<file path="config.mk">
export PLATFORM = sky130hd
export DESIGN_NAME = timed_output_command_queue_top
export DESIGN_NICKNAME = d
export VERILOG_FILES = /design/src/tocq_pkg.sv /design/src/tocq_store.sv /design/src/tocq_ctrl.sv /design/src/timed_output_command_queue_top.sv
export SDC_FILE = /design/constraint.sdc
export NUM_CORES = 2
export LEC_CHECK = 0
export ABC_AREA = 1
export BUFFER_PORTS_ARGS = -buffer_cell sky130_fd_sc_hd__buf_2
export CAP_MARGIN = 5
export CORE_ASPECT_RATIO = 1.75
export CORE_MARGIN = 5
export CORE_UTILIZATION = 30
export DETAILED_ROUTE_END_ITERATION = 10
export PLACE_DENSITY = 0.55
export SLEW_MARGIN = 20
export SYNTH_ARGS = -nofsm -noshare
export SYNTH_HDL_FRONTEND = slang
export SYNTH_SLANG_ARGS = --single-unit
</file>
<file path="constraint.sdc">
create_clock -name clk -period 19.16 [get_ports clk]
set_input_delay 0.958 -clock clk [delete_from_list [all_inputs] [get_ports clk]]
set_output_delay 0.958 -clock clk [all_outputs]
set_load 0.005 [all_outputs]
</file>
<file path="src/tocq_pkg.sv">
// Shared constants, types and helper functions for the timed output command queue.
package tocq_pkg;

	localparam int QUEUE_DEPTH = 16;
	localparam int PTR_W       = $clog2(QUEUE_DEPTH);
	localparam int NUM_JETS    = 32;
	localparam int TIME_W      = 32;
	localparam int JET_PORT_W  = 32;
	localparam int COUNT_W     = 4;
	localparam int DIV_W       = 8;
	localparam int APB_ADDR_W  = 3;
	localparam int APB_DATA_W  = 32;

	localparam logic [DIV_W-1:0] TICK_DIVIDE_RESET = DIV_W'(12);

	// register index of tick_divide on the APB port
	localparam logic REG_TICK_DIVIDE = 1'b0;

	typedef logic [PTR_W-1:0]    ptr_t;
	typedef logic [TIME_W-1:0]   time_t;
	typedef logic [NUM_JETS-1:0] jets_t;
	typedef logic [COUNT_W-1:0]  count_t;

	typedef enum logic {
		OP_ADD  = 1'b0,
		OP_TICK = 1'b1
	} opcode_t;

	typedef enum logic [2:0] {
		ST_ACCEPTED   = 3'd0,
		ST_FULL_DROP  = 3'd1,
		ST_ORDER_DROP = 3'd2,
		ST_SKIPPED    = 3'd3,
		ST_IDLE       = 3'd4,
		ST_FIRED      = 3'd5
	} status_t;

	typedef enum logic {
		CS_IDLE,
		CS_CHECK
	} ctrl_state_t;

	// request to the command store: one write and one read port
	typedef struct packed {
		logic  wr_en;
		ptr_t  wr_addr;
		time_t wr_time;
		jets_t wr_bits;
		logic  rd_en;
		ptr_t  rd_addr;
	} mem_req_t;

	// registered read data from the command store
	typedef struct packed {
		time_t rd_time;
		jets_t rd_bits;
	} mem_rsp_t;

	// advance a ring index with wrap
	function automatic ptr_t next_slot(ptr_t idx);
		ptr_t n;
		if (idx == ptr_t'(QUEUE_DEPTH - 1)) begin
			n = '0;
		end else begin
			n = idx + ptr_t'(1);
		end
		return n;
	endfunction

	// number of waiting commands, masked to the count width
	function automatic count_t waiting(ptr_t head, ptr_t tail);
		logic [PTR_W:0] diff;
		if (tail >= head) begin
			diff = {1'b0, tail} - {1'b0, head};
		end else begin
			diff = {1'b0, tail} + (PTR_W+1)'(QUEUE_DEPTH) - {1'b0, head};
		end
		return COUNT_W'(diff);
	endfunction

endpackage

</file>
<file path="src/tocq_store.sv">
// Command store: trigger times and jet bits, one write and one registered read per cycle.
module tocq_store (
	input  logic             clk,
	input  tocq_pkg::mem_req_t req,
	output tocq_pkg::mem_rsp_t rsp
);
	import tocq_pkg::*;

	time_t time_mem [QUEUE_DEPTH];
	jets_t bits_mem [QUEUE_DEPTH];

	// write the tail entry on an accepted add
	always_ff @(posedge clk) begin
		if (req.wr_en) begin
			time_mem[req.wr_addr] <= req.wr_time;
			bits_mem[req.wr_addr] <= req.wr_bits;
		end
	end

	// read the head entry, data valid in the following cycle
	always_ff @(posedge clk) begin
		if (req.rd_en) begin
			rsp.rd_time <= time_mem[req.rd_addr];
			rsp.rd_bits <= bits_mem[req.rd_addr];
		end
	end

endmodule

</file>
<file path="src/tocq_ctrl.sv">
// Queue controller: ring pointers, order and due checks, prescaler, jet latch and result register.
module tocq_ctrl (
	input  logic                         clk,
	input  logic                         arst_n,
	input  logic [tocq_pkg::DIV_W-1:0]   tick_divide,
	input  logic                         in_valid,
	output logic                         in_ready,
	input  logic                         opcode,
	input  logic [tocq_pkg::TIME_W-1:0]  cmd_time,
	input  logic [tocq_pkg::NUM_JETS-1:0] jet_bits,
	input  logic [tocq_pkg::TIME_W-1:0]  now_time,
	output logic                         out_valid,
	input  logic                         out_ready,
	output tocq_pkg::status_t            status,
	output logic [tocq_pkg::NUM_JETS-1:0] jet_latch,
	output logic [tocq_pkg::COUNT_W-1:0] queue_count,
	output tocq_pkg::mem_req_t           mem_req,
	input  tocq_pkg::mem_rsp_t           mem_rsp
);
	import tocq_pkg::*;

	ctrl_state_t       state_q, state_d;
	ptr_t              head_q, head_d;
	ptr_t              tail_q, tail_d;
	time_t             last_q, last_d;
	logic [DIV_W-1:0]  presc_q, presc_d;
	jets_t             jet_q, jet_d;
	time_t             now_q, now_d;
	logic              out_valid_q, out_valid_d;
	status_t           status_q, status_d;
	count_t            count_q, count_d;

	logic              accept;
	ptr_t              tail_next;
	ptr_t              head_next;
	time_t             order_diff;
	time_t             due_diff;
	logic [DIV_W-1:0]  presc_inc;

	assign tail_next  = next_slot(tail_q);
	assign head_next  = next_slot(head_q);
	assign order_diff = cmd_time - last_q;
	assign due_diff   = now_q - mem_rsp.rd_time;
	assign presc_inc  = presc_q + DIV_W'(1);

	// take a new beat only from idle and with the result slot free
	assign in_ready = (state_q == CS_IDLE) && (!out_valid_q || out_ready);
	assign accept   = in_valid && in_ready;

	assign out_valid   = out_valid_q;
	assign status      = status_q;
	assign jet_latch   = jet_q;
	assign queue_count = count_q;

	// next state, memory requests and result loading
	always_comb begin
		state_d     = state_q;
		head_d      = head_q;
		tail_d      = tail_q;
		last_d      = last_q;
		presc_d     = presc_q;
		jet_d       = jet_q;
		now_d       = now_q;
		out_valid_d = out_valid_q && !out_ready;
		status_d    = status_q;
		count_d     = count_q;
		mem_req     = '0;

		case (state_q)
			CS_IDLE: begin
				if (accept) begin
					if (opcode == OP_ADD) begin
						// add: drop when full or out of order, else append at tail
						out_valid_d = 1'b1;
						if (tail_next == head_q) begin
							status_d = ST_FULL_DROP;
						end else if ((tail_q != head_q) && order_diff[TIME_W-1]) begin
							status_d = ST_ORDER_DROP;
						end else begin
							status_d        = ST_ACCEPTED;
							last_d          = cmd_time;
							tail_d          = tail_next;
							mem_req.wr_en   = 1'b1;
							mem_req.wr_addr = tail_q;
							mem_req.wr_time = cmd_time;
							mem_req.wr_bits = jet_bits;
						end
						count_d = waiting(head_q, tail_d);
					end else begin
						// tick: advance prescaler, read head when a check is due and the queue is not empty
						if (presc_inc < tick_divide) begin
							presc_d     = presc_inc;
							out_valid_d = 1'b1;
							status_d    = ST_SKIPPED;
							count_d     = waiting(head_q, tail_q);
						end else begin
							presc_d = '0;
							if (head_q == tail_q) begin
								out_valid_d = 1'b1;
								status_d    = ST_IDLE;
								count_d     = waiting(head_q, tail_q);
							end else begin
								mem_req.rd_en   = 1'b1;
								mem_req.rd_addr = head_q;
								now_d           = now_time;
								state_d         = CS_CHECK;
							end
						end
					end
				end
			end
			CS_CHECK: begin
				// fire the head when now is strictly past its time
				out_valid_d = 1'b1;
				if ((due_diff != '0) && !due_diff[TIME_W-1]) begin
					jet_d    = mem_rsp.rd_bits;
					head_d   = head_next;
					status_d = ST_FIRED;
					count_d  = waiting(head_next, tail_q);
				end else begin
					status_d = ST_IDLE;
					count_d  = waiting(head_q, tail_q);
				end
				state_d = CS_IDLE;
			end
			default: begin
				state_d = CS_IDLE;
			end
		endcase
	end

	// control and queue state
	always_ff @(posedge clk or negedge arst_n) begin
		if (!arst_n) begin
			state_q     <= CS_IDLE;
			head_q      <= '0;
			tail_q      <= '0;
			last_q      <= '0;
			presc_q     <= '0;
			jet_q       <= '0;
			out_valid_q <= 1'b0;
		end else begin
			state_q     <= state_d;
			head_q      <= head_d;
			tail_q      <= tail_d;
			last_q      <= last_d;
			presc_q     <= presc_d;
			jet_q       <= jet_d;
			out_valid_q <= out_valid_d;
		end
	end

	// payload registers
	always_ff @(posedge clk) begin
		now_q    <= now_d;
		status_q <= status_d;
		count_q  <= count_d;
	end

endmodule

</file>
<file path="src/timed_output_command_queue_top.sv">
// An add, a skipped tick or a tick on an empty queue shows its result in the cycle after accept.
// A tick that checks a waiting head registers the store read and enters CS_CHECK, then registers its result.
// Throughput: one item per cycle while results drain, none in CS_CHECK; one result held at a time,
// and the next beat is taken in the cycle its predecessor's result is taken.
// Reset (arst_n low, asynchronous): queue empty, jets off, prescaler zero, tick_divide 12.
// Store contents are not cleared; entries are only read after being written.
module timed_output_command_queue_top (
	input  logic                              clk,
	input  logic                              arst_n,
	input  logic                              psel,
	input  logic                              penable,
	input  logic                              pwrite,
	input  logic [tocq_pkg::APB_ADDR_W-1:0]   paddr,
	input  logic [tocq_pkg::APB_DATA_W-1:0]   pwdata,
	output logic [tocq_pkg::APB_DATA_W-1:0]   prdata,
	output logic                              pready,
	input  logic                              in_valid,
	output logic                              in_ready,
	input  logic                              opcode,
	input  logic [tocq_pkg::TIME_W-1:0]       cmd_time,
	input  logic [tocq_pkg::JET_PORT_W-1:0]   jet_bits,
	input  logic [tocq_pkg::TIME_W-1:0]       now_time,
	output logic                              out_valid,
	input  logic                              out_ready,
	output logic [2:0]                        status,
	output logic [tocq_pkg::JET_PORT_W-1:0]   jet_drive,
	output logic [tocq_pkg::COUNT_W-1:0]      queue_count
);
	import tocq_pkg::*;

	logic [DIV_W-1:0] tick_divide_q;
	logic             reg_sel;
	mem_req_t         mem_req;
	mem_rsp_t         mem_rsp;
	status_t          status_w;
	jets_t            jet_w;

	// register file: tick_divide at word 0, other words read as zero
	assign reg_sel = (paddr[2] == REG_TICK_DIVIDE);
	assign pready  = 1'b1;
	assign prdata  = reg_sel ? APB_DATA_W'(tick_divide_q) : '0;

	always_ff @(posedge clk or negedge arst_n) begin
		if (!arst_n) begin
			tick_divide_q <= TICK_DIVIDE_RESET;
		end else if (psel && penable && pwrite && pready && reg_sel) begin
			tick_divide_q <= pwdata[DIV_W-1:0];
		end
	end

	tocq_store u_store (
		.clk (clk),
		.req (mem_req),
		.rsp (mem_rsp)
	);

	tocq_ctrl u_ctrl (
		.clk         (clk),
		.arst_n      (arst_n),
		.tick_divide (tick_divide_q),
		.in_valid    (in_valid),
		.in_ready    (in_ready),
		.opcode      (opcode),
		.cmd_time    (cmd_time),
		.jet_bits    (NUM_JETS'(jet_bits)),
		.now_time    (now_time),
		.out_valid   (out_valid),
		.out_ready   (out_ready),
		.status      (status_w),
		.jet_latch   (jet_w),
		.queue_count (queue_count),
		.mem_req     (mem_req),
		.mem_rsp     (mem_rsp)
	);

	assign status    = status_w;
	assign jet_drive = JET_PORT_W'(jet_w);

endmodule

</file>
==> metrics.txt <==
# TYPE chip_impl_metric gauge
chip_impl_metric{name="route.met2.wl",unit="um"} 75830
chip_impl_info{name="status",value="finished, final reports clean"} 1
chip_impl_metric{name="post_synth_instance_area",unit="um^2"} 53090
chip_impl_metric{name="ctsHtreeMaxLevel",unit=""} 3
chip_impl_metric{name="pwr_density_cell",unit="nW/um^2"} 112.2
chip_impl_metric{name="cts-buffers-inserted",unit=""} 114
chip_impl_info{name="cpLargestDelayFamily",value="buffers and inverters"} 1
chip_impl_metric{name="synth.area.mux_share",unit="%"} 0.01885
chip_impl_metric{name="postSynthRegisterBits",unit=""} 1217
chip_impl_metric{name="synth_compound_area_share",unit="%"} 10.01
chip_impl_metric{name="worst_setup_hold_path_clk_slew",unit="ps"} 60
chip_impl_info{name="clock-root-buffer",value="clkbuf_16"} 1
chip_impl_info{name="largest_family_of_logic_cells_by_synthesized_area",value="simple AND/OR/NAND/NOR gates"} 1
chip_impl_metric{name="final_net_count",unit=""} 4571
chip_impl_metric{name="avgRoutedWirePerCell",unit="um"} 21.89
chip_impl_metric{name="die_w",unit="um"} 328.0
chip_impl_metric{name="ant_nets",unit=""} 0
chip_impl_metric{name="wl_met3",unit="um"} 7195
chip_impl_metric{name="layout-area-overhead-vs-synth",unit="%"} 12.88
chip_impl_info{name="clock_tree_from_tritoncts",value="yes"} 1
chip_impl_metric{name="vias",unit=""} 33460
chip_impl_metric{name="synth-simple-area-share",unit="%"} 14.00
chip_impl_metric{name="final-max-slew-violation-count",unit=""} 0
chip_impl_metric{name="num_io_pins",unit=""} 213
chip_impl_metric{name="post_route_cells_drive_above_1_share",unit="%"} 19.99
chip_impl_info{name="critical_path.slowest_cell",value="a21oi_1"} 1
chip_impl_metric{name="grt_first_pass_wirelength",unit="um"} 219700
chip_impl_metric{name="cts_resized",unit=""} 0
chip_impl_metric{name="cp_num_buf_inv",unit=""} 6
chip_impl_metric{name="fin_crit",unit="ps"} 6460
chip_impl_info{name="critPathCaptureType",value="flop"} 1
chip_impl_info{name="dominantRegCellSynth",value="edfxtp_1"} 1
chip_impl_info{name="grt_setup_unrepaired",value="false"} 1
chip_impl_metric{name="switching_share",unit="%"} 27.64
chip_impl_metric{name="total_global_routing_track_utilization",unit="%"} 15.57
chip_impl_metric{name="wl_met1",unit="um"} 60710
chip_impl_metric{name="yosysWarningCount",unit=""} 0
chip_impl_metric{name="cap_violations",unit=""} 0
chip_impl_info{name="critical_path_class",value="reg -> reg"} 1
chip_impl_metric{name="synthXorXnorAreaFrac",unit="%"} 0.5255
chip_impl_metric{name="worstPathRequired",unit="ps"} 19490
chip_impl_metric{name="grt_pass1_vias",unit=""} 33660
chip_impl_metric{name="avg_inst_size_synth",unit="um^2"} 12.52
chip_impl_info{name="critPathLaunchType",value="flop"} 1
chip_impl_metric{name="hpwl",unit="um"} 82470
chip_impl_metric{name="post-route-period-util",unit="%"} 33.71
chip_impl_metric{name="switching_power",unit="mW"} 1.859
chip_impl_metric{name="worst_pin_slew",unit="ps"} 1146
chip_impl_metric{name="max-clock-path-buffers",unit=""} 3
chip_impl_metric{name="arrival",unit="ps"} 6790
chip_impl_metric{name="max_slew_margin",unit="%"} 23.63
chip_impl_metric{name="share_comb_of_total_power",unit="%"} 16.9
chip_impl_metric{name="replace_congestion",unit=""} 0.9017
chip_impl_metric{name="report.power.total",unit="mW"} 6.725
chip_impl_metric{name="effective_utilization_at_floorplan",unit="%"} 30.10
chip_impl_info{name="hp-class",value="in -> async"} 1
chip_impl_metric{name="worst_clock_skew",unit="ps"} 72.17
chip_impl_metric{name="numPortBuffers",unit=""} 161
chip_impl_metric{name="synth.distinct_cells",unit=""} 47
chip_impl_metric{name="core_region_area",unit="um^2"} 176400
chip_impl_metric{name="synth-adder-area-share",unit="%"} 2.036
chip_impl_metric{name="routed_wirelength",unit="um"} 149200
chip_impl_info{name="maxUsedRoutingLayer",value="met4"} 1
chip_impl_metric{name="synth_edf_count",unit=""} 1127
chip_impl_metric{name="cts.sinks",unit=""} 1217
chip_impl_metric{name="critical_path.max_fanout",unit=""} 35
chip_impl_metric{name="max_freq",unit="GHz"} 0.1548
chip_impl_metric{name="post_synth_arst_share",unit="%"} 7.395
chip_impl_metric{name="drc_errors",unit=""} 0
chip_impl_metric{name="detail_route.iter0.violations",unit=""} 2426
chip_impl_metric{name="ys_seq_area_share",unit="%"} 67.99
chip_impl_metric{name="setup_viol",unit=""} 0
chip_impl_metric{name="grt_overflow_total",unit=""} 0
chip_impl_metric{name="irDropWorstVdd",unit="mV"} 0.08348
chip_impl_metric{name="antenna_violations_before_repair",unit=""} 2
chip_impl_metric{name="seq_power_share",unit="%"} 48.3
chip_impl_metric{name="setup-tns-final",unit="ps"} 0
chip_impl_info{name="critical_path.cell_chain",value="inv_1 > ha_1 > a21o_1 > o21ai_0 > nand2_1 > a21oi_1 > nand2_1 > nand2_1 > nand3_1 > nand2_1 > inv_2 > nand2_4 > buf_4 > buf_4 > a21oi_1 > nor2_4 > buf_4 > buf_4"} 1
chip_impl_metric{name="total_iterations_of_the_first_detailed_routing_run",unit=""} 5
chip_impl_metric{name="share_clk_of_total_power",unit="%"} 34.9
chip_impl_metric{name="final_hold_viol_count",unit=""} 0
chip_impl_metric{name="static-leakage-power",unit="nW"} 22.02
chip_impl_metric{name="route.detailed.vias_per_inst",unit=""} 4.907
chip_impl_metric{name="largest_net_degree_at_the_start_of_global_routing",unit=""} 271
chip_impl_metric{name="syn-instance-count",unit=""} 4242
chip_impl_metric{name="cts_hold_buffers",unit=""} 0
chip_impl_metric{name="chipHeight",unit="um"} 566.5
chip_impl_metric{name="design.die.area",unit="um^2"} 185800
chip_impl_metric{name="internal_power",unit="mW"} 4.867
chip_impl_metric{name="critical_path.max_stage_delay",unit="ps"} 810
chip_impl_metric{name="insertion_delay",unit="ps"} 760
chip_impl_metric{name="placementRows",unit=""} 204
chip_impl_metric{name="cts_setup_buffers",unit=""} 0
-- kinds of logic (layout without fill, tap and decap cells) --
| kind of cell | count (synthesis) | in the layout |
|---|---|---|
| other cells | 2 | 27 |
| xor+xnor | 31 | 31 |
| compound gates | 760 | 760 |
| fa+ha+maj | 84 | 84 |
| mux | 1 | 1 |
| buf+inv | 592 | 774 |
| simple gates | 1555 | 1555 |
| flops | 1217 | 1217 |
-- registers in the layout, summed over array words and instances (netlist names) --
| signal | cells |
|---|---|
| u_ctrl.jet_latch | 32 |
| u_ctrl.status | 3 |
| u_ctrl.head_q | 4 |
| u_store.bits_mem | 512 |
| u_ctrl.queue_count | 4 |
| u_ctrl.presc_q | 8 |
| u_store.rsp | 64 |
| tick_divide_q | 8 |
| u_store.time_mem | 512 |
| u_ctrl.state_q | 1 |
| u_ctrl.tail_q | 4 |
| u_ctrl.out_valid | 1 |
| u_ctrl.last_q | 32 |
| u_ctrl.now_q | 32 |
-- cells in the mapped netlist (31+ instances only) --
master,count,area (um^2)
buf_6,48,540.5
o21ai_0,121,605.6
buf_4,52,390.4
nand3_1,318,1592
nand2_1,498,1869
edfxtp_1,1127,33840
dfrtp_1,88,2202
o21bai_1,31,232.7
buf_2,59,295.3
o211ai_1,476,3573
clkbuf_1,90,337.8
inv_1,319,1197
o21ai_1,42,210.2
a21oi_1,53,265.3
or2_2,381,2384
ha_1,80,1001
nor2_1,290,1089
-- cell usage in the layout (no fill, tap or decap), drive strengths merged, types with 14 or more instances in the layout --
cell type,netlist,layout
a21oi,53,53
buf,168,225
clkbuf,90,139
clkinv,1,59
conb,2,25
dfrtp,88,88
edfxtp,1127,1127
ha,80,80
inv,333,335
nand2,514,514
nand3,323,323
nand4,18,18
nor2,298,298
nor3,14,14
o211ai,506,506
o21ai,163,163
o21bai,31,31
or2,382,382
xor2,21,21
-- metal layers --
layer | global-route usage (%) | vias to the layer above
li1 | - | 15410
met1 | 18.91 | 16930
met2 | 27.90 | 851
met3 | 2.346 | 266
met4 | 5.777 | 0
met5 | 0 | -
-- cell type report --
type | count | area, um^2
inverters | 334 | 1285
clock buffers | 139 | 3027
multi-input cells | 2456 | 14380
well taps | 2369 | 2964
flip-flops and latches | 1217 | 36100
repair buffers | 225 | 1318
fillers | 17290 | 116400
diodes | 2 | 5.005
clock inverters | 76 | 859.6
-- power by group through the flow --
stage | Combinational (mW) | Clock (mW) | Sequential (mW)
final | 1.13 | 2.35 | 3.25
after global routing | 1.27 | 2.51 | 3.26
after CTS | 1.15 | 2.40 | 3.25
after detailed placement | 1.14 | 0 | 3.30
after global placement | 1.13 | 0 | 3.30
after floorplan | 0.753 | 0 | 3.29
-- through the flow --
| stage | area (um^2) | cells | utilization [%] | hold slack, ps | setup slack (ps) |
|---|---|---|---|---|---|
| floorplan | 53180 | 4265 | - | 418.4 | 11690 |
| global placement | 55980 | 6600 | 31.74 | 430.9 | 11860 |
| detailed placement | 56000 | 6600 | 31.75 | 430.9 | 11820 |
| CTS | 59880 | 6815 | 33.95 | 139.2 | 12490 |
| global route | 59930 | 6818 | 33.98 | 174.6 | 12440 |
| finish | 59930 | 6818 | 33.98 | 163.3 | 12700 |
-- final timing paths --
path                              startpoint                 endpoint  slack (ps)  cells past startpoint
hold / removal                        arst_n     u_ctrl.jet_latch[29]         160                      1
max in group asynchronous             arst_n        u_ctrl.last_q[17]       17440                      3
setup reg to reg           u_ctrl.last_q[18]  u_store.time_mem[8][28]       12700                     18
hold reg to reg              u_store.rsp[22]     u_ctrl.jet_latch[22]         440                      2
min in group clk                 now_time[2]          u_ctrl.now_q[2]         380                      1
setup / recovery           u_ctrl.last_q[18]  u_store.time_mem[8][28]       12700                     18
Power figures use the tool's default switching activity.
